### src/rtl/core/lfupt_pkg.sv
package lfupt_pkg;

   localparam int PROC_W  = 8;
   localparam int PAGE_W  = 20;
   localparam int SLOT_W  = 3;
   localparam int MATCH_W = 4;

   localparam logic CMD_INSERT = 1'b0;
   localparam logic CMD_ACCESS = 1'b1;

   localparam int INIT_COUNT = 1;

   typedef logic [PROC_W-1:0] proc_type;
   typedef logic [PAGE_W-1:0] page_type;

endpackage

### src/rtl/core/lfupt_ram.sv
module lfupt_ram #(
   parameter int WIDTH = 44,
   parameter int DEPTH = 8
) (
   input  logic                     clock,
   input  logic                     wr_en,
   input  logic [$clog2(DEPTH)-1:0] wr_addr,
   input  logic [WIDTH-1:0]         wr_data,
   input  logic [$clog2(DEPTH)-1:0] rd_addr,
   output logic [WIDTH-1:0]         rd_data
);

   logic [WIDTH-1:0] mem_ff [DEPTH];
   logic [WIDTH-1:0] rd_data_ff;

   always_ff @(posedge clock) begin
      if (wr_en) begin
         mem_ff[wr_addr] <= wr_data;
      end
      rd_data_ff <= mem_ff[rd_addr];
   end

   assign rd_data = rd_data_ff;

endmodule

### src/rtl/core/lfu_page_table_unit.sv
// LFU page table.
// Input channel req_*: one transfer carries a command (insert or access), a
// process id and a page number. Result channel rsp_*: exactly one transfer per
// request, in request order, with the slot written by an insert, the eviction
// flag, the evicted entry's fields and the number of entries that an access
// matched by process id.
// An insert while the table still has free slots writes straight away. An
// insert into a full table scans for the lowest count, one entry per cycle
// through the single table memory, then writes. An access does the same scan,
// writing counts back as it goes.
// One request is worked on at a time; req_ready is high only while idle.
// The finished result sits in an output register, so a new request can be
// taken while the previous result is still waiting; when rsp_ready is held
// low the block finishes its work and then holds in its last step until the
// output register frees.
// Reset empties the table (fill count to zero) and drops any pending result;
// no clearing pass is needed as slots fill in order.
module lfu_page_table_unit #(
   parameter int ENTRIES     = 8,
   parameter int COUNT_WIDTH = 16
) (
   input  logic                          clock,
   input  logic                          reset,
   input  logic                          req_valid,
   output logic                          req_ready,
   input  logic                          req_cmd,
   input  logic [lfupt_pkg::PROC_W-1:0]  req_proc_id,
   input  logic [lfupt_pkg::PAGE_W-1:0]  req_page_num,
   output logic                          rsp_valid,
   input  logic                          rsp_ready,
   output logic [lfupt_pkg::SLOT_W-1:0]  rsp_slot,
   output logic                          rsp_evicted,
   output logic [lfupt_pkg::PROC_W-1:0]  rsp_victim_proc,
   output logic [lfupt_pkg::PAGE_W-1:0]  rsp_victim_page,
   output logic [lfupt_pkg::MATCH_W-1:0] rsp_match_count
);

   localparam int IW   = $clog2(ENTRIES);
   localparam int CNTW = $clog2(ENTRIES + 1);
   localparam int DW   = lfupt_pkg::PROC_W + lfupt_pkg::PAGE_W + COUNT_WIDTH;

   localparam logic [1:0] S_IDLE  = 2'd0;
   localparam logic [1:0] S_SCAN  = 2'd1;
   localparam logic [1:0] S_WRITE = 2'd2;
   localparam logic [1:0] S_RESP  = 2'd3;

   localparam logic [COUNT_WIDTH-1:0] CNT_INIT = COUNT_WIDTH'(lfupt_pkg::INIT_COUNT);
   localparam logic [COUNT_WIDTH-1:0] CNT_MAX  = {COUNT_WIDTH{1'b1}};
   localparam logic [CNTW-1:0]        FULL     = CNTW'(ENTRIES);

   logic [1:0]               state_ff, state_in;
   logic [CNTW-1:0]          fill_ff, fill_in;
   logic [CNTW-1:0]          scan_ff, scan_in;
   logic [CNTW-1:0]          matches_ff, matches_in;
   logic                     cmd_ff, cmd_in;
   lfupt_pkg::proc_type      pid_ff, pid_in;
   lfupt_pkg::page_type      page_ff, page_in;
   logic [IW-1:0]            slot_ff, slot_in;
   logic                     evict_ff, evict_in;
   logic [COUNT_WIDTH-1:0]   best_cnt_ff, best_cnt_in;
   lfupt_pkg::proc_type      vproc_ff, vproc_in;
   lfupt_pkg::page_type      vpage_ff, vpage_in;

   logic                     rsp_valid_ff, rsp_valid_in;
   logic [IW-1:0]            rsp_slot_ff, rsp_slot_in;
   logic                     rsp_evict_ff, rsp_evict_in;
   lfupt_pkg::proc_type      rsp_vproc_ff, rsp_vproc_in;
   lfupt_pkg::page_type      rsp_vpage_ff, rsp_vpage_in;
   logic [CNTW-1:0]          rsp_match_ff, rsp_match_in;

   logic                     req_fire;
   logic                     wr_en;
   logic [IW-1:0]            wr_addr;
   logic [DW-1:0]            wr_data;
   logic [IW-1:0]            rd_addr;
   logic [DW-1:0]            rd_data;
   lfupt_pkg::proc_type      rd_proc;
   lfupt_pkg::page_type      rd_page;
   logic [COUNT_WIDTH-1:0]   rd_cnt;
   logic [CNTW-1:0]          scan_idx;
   logic                     entry_valid;

   assign req_ready = (state_ff == S_IDLE);
   assign req_fire  = req_valid && req_ready;

   assign rd_proc     = rd_data[DW-1 -: lfupt_pkg::PROC_W];
   assign rd_page     = rd_data[COUNT_WIDTH +: lfupt_pkg::PAGE_W];
   assign rd_cnt      = rd_data[COUNT_WIDTH-1:0];
   // entry whose read data is on rd_data this cycle
   assign scan_idx    = scan_ff - CNTW'(1);
   assign entry_valid = (scan_idx < fill_ff);
   assign rd_addr     = scan_ff[IW-1:0];

   lfupt_ram #(
      .WIDTH (DW),
      .DEPTH (ENTRIES)
   ) u_table (
      .clock   (clock),
      .wr_en   (wr_en),
      .wr_addr (wr_addr),
      .wr_data (wr_data),
      .rd_addr (rd_addr),
      .rd_data (rd_data)
   );

   always_comb begin
      state_in     = state_ff;
      fill_in      = fill_ff;
      scan_in      = scan_ff;
      matches_in   = matches_ff;
      cmd_in       = cmd_ff;
      pid_in       = pid_ff;
      page_in      = page_ff;
      slot_in      = slot_ff;
      evict_in     = evict_ff;
      best_cnt_in  = best_cnt_ff;
      vproc_in     = vproc_ff;
      vpage_in     = vpage_ff;
      rsp_valid_in = rsp_valid_ff;
      rsp_slot_in  = rsp_slot_ff;
      rsp_evict_in = rsp_evict_ff;
      rsp_vproc_in = rsp_vproc_ff;
      rsp_vpage_in = rsp_vpage_ff;
      rsp_match_in = rsp_match_ff;
      wr_en        = 1'b0;
      wr_addr      = scan_idx[IW-1:0];
      wr_data      = '0;

      if (rsp_valid_ff && rsp_ready) begin
         rsp_valid_in = 1'b0;
      end

      case (state_ff)
         S_IDLE: begin
            if (req_fire) begin
               cmd_in     = req_cmd;
               pid_in     = req_proc_id;
               page_in    = req_page_num;
               matches_in = '0;
               evict_in   = 1'b0;
               slot_in    = '0;
               scan_in    = '0;
               if (req_cmd == lfupt_pkg::CMD_INSERT && fill_ff != FULL) begin
                  // free slot: write straight away
                  wr_en    = 1'b1;
                  wr_addr  = fill_ff[IW-1:0];
                  wr_data  = {req_proc_id, req_page_num, CNT_INIT};
                  slot_in  = fill_ff[IW-1:0];
                  fill_in  = fill_ff + CNTW'(1);
                  state_in = S_RESP;
               end else begin
                  state_in = S_SCAN;
               end
            end
         end
         S_SCAN: begin
            scan_in = scan_ff + CNTW'(1);
            if (scan_ff != '0) begin
               if (cmd_ff == lfupt_pkg::CMD_ACCESS) begin
                  if (entry_valid && rd_proc == pid_ff) begin
                     wr_en      = 1'b1;
                     wr_data    = {rd_proc, rd_page,
                                   (rd_cnt == CNT_MAX) ? rd_cnt : rd_cnt + COUNT_WIDTH'(1)};
                     matches_in = matches_ff + CNTW'(1);
                  end
               end else begin
                  // table is full here; strict compare keeps the lowest index on ties
                  if (scan_ff == CNTW'(1) || rd_cnt < best_cnt_ff) begin
                     slot_in     = scan_idx[IW-1:0];
                     best_cnt_in = rd_cnt;
                     vproc_in    = rd_proc;
                     vpage_in    = rd_page;
                  end
               end
            end
            if (scan_ff == FULL) begin
               state_in = (cmd_ff == lfupt_pkg::CMD_INSERT) ? S_WRITE : S_RESP;
            end
         end
         S_WRITE: begin
            wr_en    = 1'b1;
            wr_addr  = slot_ff;
            wr_data  = {pid_ff, page_ff, CNT_INIT};
            evict_in = 1'b1;
            state_in = S_RESP;
         end
         S_RESP: begin
            if (!rsp_valid_ff || rsp_ready) begin
               rsp_valid_in = 1'b1;
               rsp_slot_in  = slot_ff;
               rsp_evict_in = evict_ff;
               rsp_vproc_in = evict_ff ? vproc_ff : '0;
               rsp_vpage_in = evict_ff ? vpage_ff : '0;
               rsp_match_in = matches_ff;
               state_in     = S_IDLE;
            end
         end
         default: begin
            state_in = S_IDLE;
         end
      endcase
   end

   always_ff @(posedge clock) begin
      if (reset) begin
         state_ff     <= S_IDLE;
         fill_ff      <= '0;
         rsp_valid_ff <= 1'b0;
      end else begin
         state_ff     <= state_in;
         fill_ff      <= fill_in;
         rsp_valid_ff <= rsp_valid_in;
      end
   end

   always_ff @(posedge clock) begin
      scan_ff      <= scan_in;
      matches_ff   <= matches_in;
      cmd_ff       <= cmd_in;
      pid_ff       <= pid_in;
      page_ff      <= page_in;
      slot_ff      <= slot_in;
      evict_ff     <= evict_in;
      best_cnt_ff  <= best_cnt_in;
      vproc_ff     <= vproc_in;
      vpage_ff     <= vpage_in;
      rsp_slot_ff  <= rsp_slot_in;
      rsp_evict_ff <= rsp_evict_in;
      rsp_vproc_ff <= rsp_vproc_in;
      rsp_vpage_ff <= rsp_vpage_in;
      rsp_match_ff <= rsp_match_in;
   end

   assign rsp_valid       = rsp_valid_ff;
   assign rsp_slot        = lfupt_pkg::SLOT_W'(rsp_slot_ff);
   assign rsp_evicted     = rsp_evict_ff;
   assign rsp_victim_proc = rsp_vproc_ff;
   assign rsp_victim_page = rsp_vpage_ff;
   assign rsp_match_count = lfupt_pkg::MATCH_W'(rsp_match_ff);

   a_fill_bound: assert property (@(posedge clock) disable iff (reset)
      fill_ff <= FULL)
      else $error("fill count beyond table size");

   a_scan_bound: assert property (@(posedge clock) disable iff (reset)
      state_ff == S_SCAN |-> scan_ff <= FULL)
      else $error("scan ran past last entry");

   a_idle_write: assert property (@(posedge clock) disable iff (reset)
      wr_en && state_ff == S_IDLE |-> req_fire && req_cmd == lfupt_pkg::CMD_INSERT)
      else $error("table written while idle without an insert");

   a_evict_full: assert property (@(posedge clock) disable iff (reset)
      rsp_valid_ff && rsp_evict_ff |-> fill_ff == FULL)
      else $error("eviction reported with free slots left");

   a_write_after_scan: assert property (@(posedge clock) disable iff (reset)
      state_ff == S_WRITE |-> $past(state_ff) == S_SCAN && cmd_ff == lfupt_pkg::CMD_INSERT)
      else $error("replacement write without a completed insert scan");

endmodule

### config.mk
export PLATFORM = sky130hd
export DESIGN_NAME = lfu_page_table_unit
export DESIGN_NICKNAME = d
export VERILOG_FILES = /design/src/rtl/core/lfupt_pkg.sv /design/src/rtl/core/lfupt_ram.sv /design/src/rtl/core/lfu_page_table_unit.sv
export SDC_FILE = /design/constraint.sdc
export NUM_CORES = 1
export LEC_CHECK = 0
export ABC_AREA = 1
export BUFFER_PORTS_ARGS = -buffer_cell sky130_fd_sc_hd__clkbuf_2
export CELL_PAD_IN_SITES_DETAIL_PLACEMENT = 1
export CELL_PAD_IN_SITES_GLOBAL_PLACEMENT = 2
export CORE_UTILIZATION = 43
export CTS_BUF_LIST = sky130_fd_sc_hd__clkbuf_4 sky130_fd_sc_hd__clkbuf_8 sky130_fd_sc_hd__clkbuf_16
export DETAILED_ROUTE_END_ITERATION = 12
export PLACE_DENSITY_LB_ADDON = 0.1
export RECOVER_POWER = 100
export SLEW_MARGIN = 20
export SYNTH_ARGS = -nofsm -noshare
export SYNTH_HDL_FRONTEND = slang
export SYNTH_SLANG_ARGS = --single-unit
### constraint.sdc
create_clock -name clock -period 6.4 [get_ports clock]
set_clock_uncertainty 0.05 [all_clocks]
set_input_delay 0.96 -clock clock [delete_from_list [all_inputs] [get_ports clock]]
set_output_delay 0.96 -clock clock [all_outputs]
set_load 0.01 [all_outputs]
; ---- Word level (Yosys, flattened, before mapping)
; Memories as Yosys holds them, arrays and structs flattened. A register that Yosys moved wholly into a read port is not among the register bits.
; Cells that the tools add are included.
[word_totals]
reg_bits = 128
mem_bits_rw = 352
memories = 1
[memory_table]
columns = memory, words, word_bits, rd, rd_ports_with_merged_regs, wr, line_no
row1 = u_table.mem_ff, 8, 44, 1, 1, 1, lfupt_ram.sv:13  ; logic [WIDTH-1:0] mem_ff [DEPTH];
[classes]
addsub = 5
n_lt_le_gt_ge = 2
n_eq_ne = 16
mux = 41
bitwise_logic = 2
reduce_logical = 20
[ops]
columns = operator, count
row1 = two-way mux 44 bit, 5
row2 = case mux 44 bit (3 select lines), 1
row3 = two-way mux 3 bit, 7
row4 = adder 16 x 1 -> 16 bit (second input constant), 1
row5 = == test 16 bit (second input constant), 1
row6 = less-than comparator 16 bit, 1
row7 = two-way mux 16 bit, 1
row8 = two-way mux 4 bit, 4
row9 = case mux 4 bit (2 select lines), 2
row10 = != test 2 bit (second input constant), 7
row11 = adder 4 x 1 -> 4 bit (second input constant), 3
row12 = two-way mux 1 bit, 12
row13 = case mux 3 bit (2 select lines), 2
row14 = AND reduction 5 bit, 2
row15 = == test 8 bit, 1
row16 = two-way mux 2 bit, 4
row17 = case mux 2 bit (4 select lines), 1
row18 = AND reduction 2 bit, 4
row19 = AND reduction 3 bit, 2
row20 = == test 2 bit (second input constant), 2
row21 = == test 4 x 1 -> 1 bit (second input constant), 1
row22 = == test 4 bit (second input constant), 1
row23 = logical AND 1 bit, 4
row24 = less-than comparator 4 bit, 1
row25 = 13 further kinds, 16

; ---- Depth between registers and ports, before layout
[depth]
word_depth = 9
mapped_depth = 14

; ---- Modules after synthesis
; From an unflattened synthesis, not the netlist that was laid out.
[unflattened]
cells_unflattened = 2276
hier_area_um2 = 22910.7
[by_module_without_submodules]
columns = module, instances, cells_each, area_per_inst_um2
row1 = lfupt_ram, 1, 1583, 16315.6
row2 = lfu_page_table_unit, 1, 693, 6595.1

; ---- Least setup slack after synthesis
; OpenSTA, ideal clock, no wires.
[synth_timing]
kind = input to register
startpoint = input port req_valid
endpoint = memory u_table.mem_ff[0][0] (enable)
setup_time_ns = 0.460
arrival_ns = 4.508
required_time_ns = 5.890
path_slack_ns = 1.382
stages = 8
path_cell_list = nand2_2 > inv_1 > nand2_1 > nand3_1 > nand3_2 > nor2_1 > nand2_1 > a21oi_1
[synth_via]
elab_chain_cells = 5
word_cells_on_any_way = 7
[synth_rtl]
columns = element, line_no
row1 = "start, declared", lfu_page_table_unit.sv:24  ; input logic req_valid,
row2 = logical AND 1 bit *, lfu_page_table_unit.sv:84  ; assign req_fire = req_valid && req_ready;
row3 = two-way mux 1 bit, lfu_page_table_unit.sv:135  ; if (req_fire) begin
row4 = case mux 1 bit (3 select lines), lfu_page_table_unit.sv:133  ; case (state_ff)
row5 = two-way mux 1 bit, lfupt_ram.sv:17  ; if (wr_en) begin
row6 = two-way mux 1 bit (not written as such), lfupt_ram.sv:18  ; mem_ff[wr_addr] <= wr_data;
row7 = "end, declared", lfupt_ram.sv:13
; Every way passes the cells marked *; elsewhere a longest branch is shown, timed or not.

; ---- Final worst setup path
[layout_timing]
startpoint = register state_ff[0]
endpoint = memory u_table.mem_ff[3][30] (enable)
[layout_via]
elab_chain_cells = 6
word_cells_on_any_way = 10
[layout_rtl]
columns = element, line_no
row1 = "start, declared", lfu_page_table_unit.sv:51  ; logic [1:0] state_ff, state_in;
row2 = "start signal, assigned", lfu_page_table_unit.sv:210  ; state_ff <= state_in;
row3 = zero test 2 bit, "lfu_page_table_unit.sv:83, lfu_page_table_unit.sv:133"
row4 = logical AND 1 bit, lfu_page_table_unit.sv:84
row5 = two-way mux 1 bit, lfu_page_table_unit.sv:135
row6 = case mux 1 bit (3 select lines), lfu_page_table_unit.sv:133
row7 = two-way mux 1 bit, lfupt_ram.sv:17
row8 = two-way mux 1 bit (not written as such), lfupt_ram.sv:18
; Several ways; a longest one is shown, not always the timed one.

==> summary.txt <==
Outcome
  • Status: finished with violations
  • Failing checks: capacitance limit, slew limit

Setup path
  • Kind of critical path: reg2reg
  • Critical path's most frequent cell: nand3_1
  • R2R Setup Slk: 1490 ps
  • Max incr delay on CP: 1650 ps
  • Worst EP arrival: 5150 ps
  • Crit path required time: 6640 ps
  • R2R cell count: 10
  • Bufs and invs on worst path: 4
  • Critical R2R Launch: state_ff[0]$_SDFFE_PP0P_
  • Type of origin of the critical path: register
  • Worst R2R End: u_table.mem_ff[3][30]$_DFFE_PP_
  • Critical path, cell by cell: inv_1, ha_1, nand2_1, inv_1, clkbuf_1, nand3_1, nand3_1, nand3_1, a21oi_4, buf_4
  • CP Max Fanout: 30
  • Cell at the slowest stage of the critical path: clkbuf_1
  • CP Capture Type: register
  • Delay-heaviest family, CP: buffers and inverters

Synthesis
  • Most frequent cell after synthesis: edfxtp_1
  • Post-synth top flop: edfxtp_1
  • Mean Syn Cell Area: 12.34 um^2
  • Top cells by area, synth: edfxtp_1 68%, nor2_1 6.3%, dfxtp_1 4.9%, o21ai_0 4.7%, nand2_1 3.1%
  • Seq/Total Area, Yosys: between 70 and 80%
  • Cell taking the most area after synthesis: edfxtp_1
  • Ys Warns: 0
  • Commonest cells post-synth: 473 x edfxtp_1, 349 x nor2_1, 198 x o21ai_0, 173 x nand2_1, 93 x inv_1
  • Synth Instances: approximately 1.7k
  • Post-synth top area share: between 60 and 70%
  • Synthesis-stage register bit count: about 520
  • EDFF count, synth: 473
  • Syn Nets: 1756
  • Synth Cell Area: 20910 um^2
  • Number of unique standard cell types used by synthesis: 41
  • Fraction of registers with async set/reset: 0%

Clock network
  • Postcts setup bufs: 0
  • Hold-fix buffer count after cts: 0
  • Root buf cell: clkbuf_16
  • Clock transition at the registers of the reported paths: approximately 60 ps
  • Max clock buf depth: 3
  • Clk_lat worst skew: roughly 600 ps
  • CTS tree: built
  • Post-CTS sizing: 0
  • H-tree levels: 2
  • Clk sinks: around 520
  • TritonCTS Buffers: 57

Floorplan
  • Die W: roughly 220 um
  • Die ar.: between 40000 and 50000 um^2
  • IO Count: 71
  • Overall die height: 222.5 um
  • Initial Util: 43.71%
  • Num rows: 80
  • CORE AREA: ~48000 um^2

Timing
  • Peak Freq: 203.8 MHz
  • Fin crit share: approximately three quarters
  • Fin crit period: 4906 ps
  • Worst Tran Pin Value: approximately 3000 ps
  • Worst hold slack: 387.0 ps
  • Setup violators final: 0
  • Hold Fails Final Rpt: 0
  • RSZ-0062 raised after global routing: no
  • Setup TNS: 0 ps
  • Rel. slew slack: -97.47%
  • Final worst slack: 1494 ps
  • Max-slew violation count: 296

Route
  • Via/cell ratio: around 5.4
  • WL final: between 50 and 60 mm
  • 1st-pass router iterations: 5
  • Average wire per standard cell: about 22 um
  • Remaining DRCs: 0
  • Iteration-0 DRC Markers: 786
  • Vias: 13.13k
  • ANT nets after route: 0

Place
  • GP Congestion: 0.7723
  • HPWL after detailed placement: 29.99 mm
  • Setup WS pre-CTS: 2184 ps
  • Port bufs: 70

Final layout
  • Core Util, Final: 49.85%
  • Fill cells: ~4.9k
  • Area added between synthesis and finish: 14.06%
  • Layout cells sized above 1: 8.177%
  • Nets@finish: 1824
  • Antenna Cells: 0

Flow run
  • Max-cap violations: 7

Hold path
  • Hold Crit Start: u_table.rd_data[33]$_DFF_P_
  • Worst Hold Depth: 0
  • Hold path endpoint: vpage_ff[17]$_DFFE_PP_
  • Worst hold path type: reg2reg

Power and ir drop
  • LEAKAGE: 0.008551 uW
  • VDD IR max: 305.3 uV
  • PD cells: 510.3 nW/um^2

Global routing
  • Grt ovf: 0
  • Vias in the first global route: 13.65k
  • Global-route wire length before repair: roughly 80 mm
  • Initial antenna violation count: 0
  • Global-route usage over all layers: 21.60%
  • Pin count of the biggest net entering global routing: between 150 and 200
## report_power, final
| group | internal (uW) | switching (uW) |
|---|---|---|
| registers | 4820 | 365 |
| logic | 930 | 2510 |
| clock network | 2190 | 1360 |
## worst register-to-register path, stage by stage, from the launching register on
cell and delay [ps]:
dfxtp_1 340, inv_1 120, ha_1 300, nand2_1 200, inv_1 120, clkbuf_1 1650, nand3_1 220, nand3_1 320
nand3_1 190, a21oi_4 690, buf_4 400
## final cells by class
cell class / count / area [um^2] / share of cell area, %
clock inverter: 36 / 499.2 / 2.093
tap: 615 / 769.5 / 3.226
timing repair buffer: 94 / 447.9 / 1.878
multi-input combinational: 985 / 4965 / 20.82
sequential: 524 / 15220 / 63.83
inverter: 100 / 376.6 / 1.579
clock buffer: 71 / 1569 / 6.578
## sequential cells by signal, indices dropped and copies added, names as in the netlist
name / count
cmd_ff: 1
matches_ff: 4
scan_ff: 4
state_ff: 2
page_ff: 20
rsp_evicted: 1
pid_ff: 8
rsp_victim_page: 20
best_cnt_ff: 16
u_table.rd_data: 44
vpage_ff: 20
evict_ff: 1
rsp_slot: 3
rsp_valid: 1
vproc_ff: 8
rsp_match_count: 4
slot_ff: 3
rsp_victim_proc: 8
fill_ff: 4
u_table.mem_ff: 352
## kinds of logic (layout without fill, tap and decap cells)
logic type	count (synthesis)	after routing	synth area share, %
simple gates	583	583	11.51
flops	524	524	72.81
compound gates	361	361	9.771
buf+inv	185	301	3.680
fa+ha+maj	29	29	1.735
xor+xnor	12	12	0.5026
## layout by cell type, fill, tap and decap left out, drive strengths merged, types with 2 or more instances in the layout
| cell | Yosys | final |
|---|---|---|
| edfxtp | 473 | 473 |
| nor2 | 356 | 356 |
| o21ai | 200 | 200 |
| nand2 | 177 | 177 |
| clkbuf | 47 | 149 |
| inv | 99 | 99 |
| dfxtp | 51 | 51 |
| a31oi | 46 | 46 |
| o22ai | 45 | 45 |
| a21oi | 40 | 40 |
| ha | 29 | 29 |
| nand3 | 24 | 24 |
| a22o | 24 | 24 |
| clkinv | 1 | 22 |
| buf | 38 | 16 |
| nor3 | 13 | 13 |
| bufinv | 0 | 11 |
| xor2 | 10 | 10 |
| nand4 | 6 | 6 |
| and3 | 4 | 4 |
| clkinvlp | 0 | 4 |
| o21a | 3 | 3 |
| xnor2 | 2 | 2 |
## how the worst max path moves through the flow
| stage | slack, ps | endpoint | cells after the start | from |
|---|---|---|---|---|
| 6_report | 1490 | u_table.mem_ff[3][30]$_DFFE_PP_ | 10 | state_ff[0]$_SDFFE_PP0P_ |
| 3_5_place_dp | 2180 | u_table.mem_ff[3][21]$_DFFE_PP_ | 7 | req_cmd |
| 5_1_grt | 1150 | u_table.mem_ff[3][30]$_DFFE_PP_ | 10 | state_ff[0]$_SDFFE_PP0P_ |
| 2_1_floorplan | 1380 | u_table.mem_ff[0][0]$_DFFE_PP_ | 8 | req_valid |
| 4_1_cts | 2350 | u_table.mem_ff[3][30]$_DFFE_PP_ | 10 | scan_ff[1]$_SDFFCE_PN0P_ |
| 3_3_place_gp | 2240 | u_table.mem_ff[3][21]$_DFFE_PP_ | 7 | req_cmd |
## metal layers
layer	vias up	part of all wire, %	routed length (um)	track usage, %
met5	-	0	0	0
met3	62	3.2	1694	2.777
met2	208	47	25070	35.18
met4	0	1.5	776	5.028
li1	6155	-	-	-
met1	6700	48	25420	30.86
## per-stage QoR
stage	cell area, um^2	instances	total power, uW
after floorplan	20910	1694	7462
after global placement	21960	2318	8685
after detailed placement	21960	2318	8777
after CTS	24030	2425	12350
after global routing	23850	2425	12870
final	23850	2425	12170
Power figures use the tool's default switching activity.
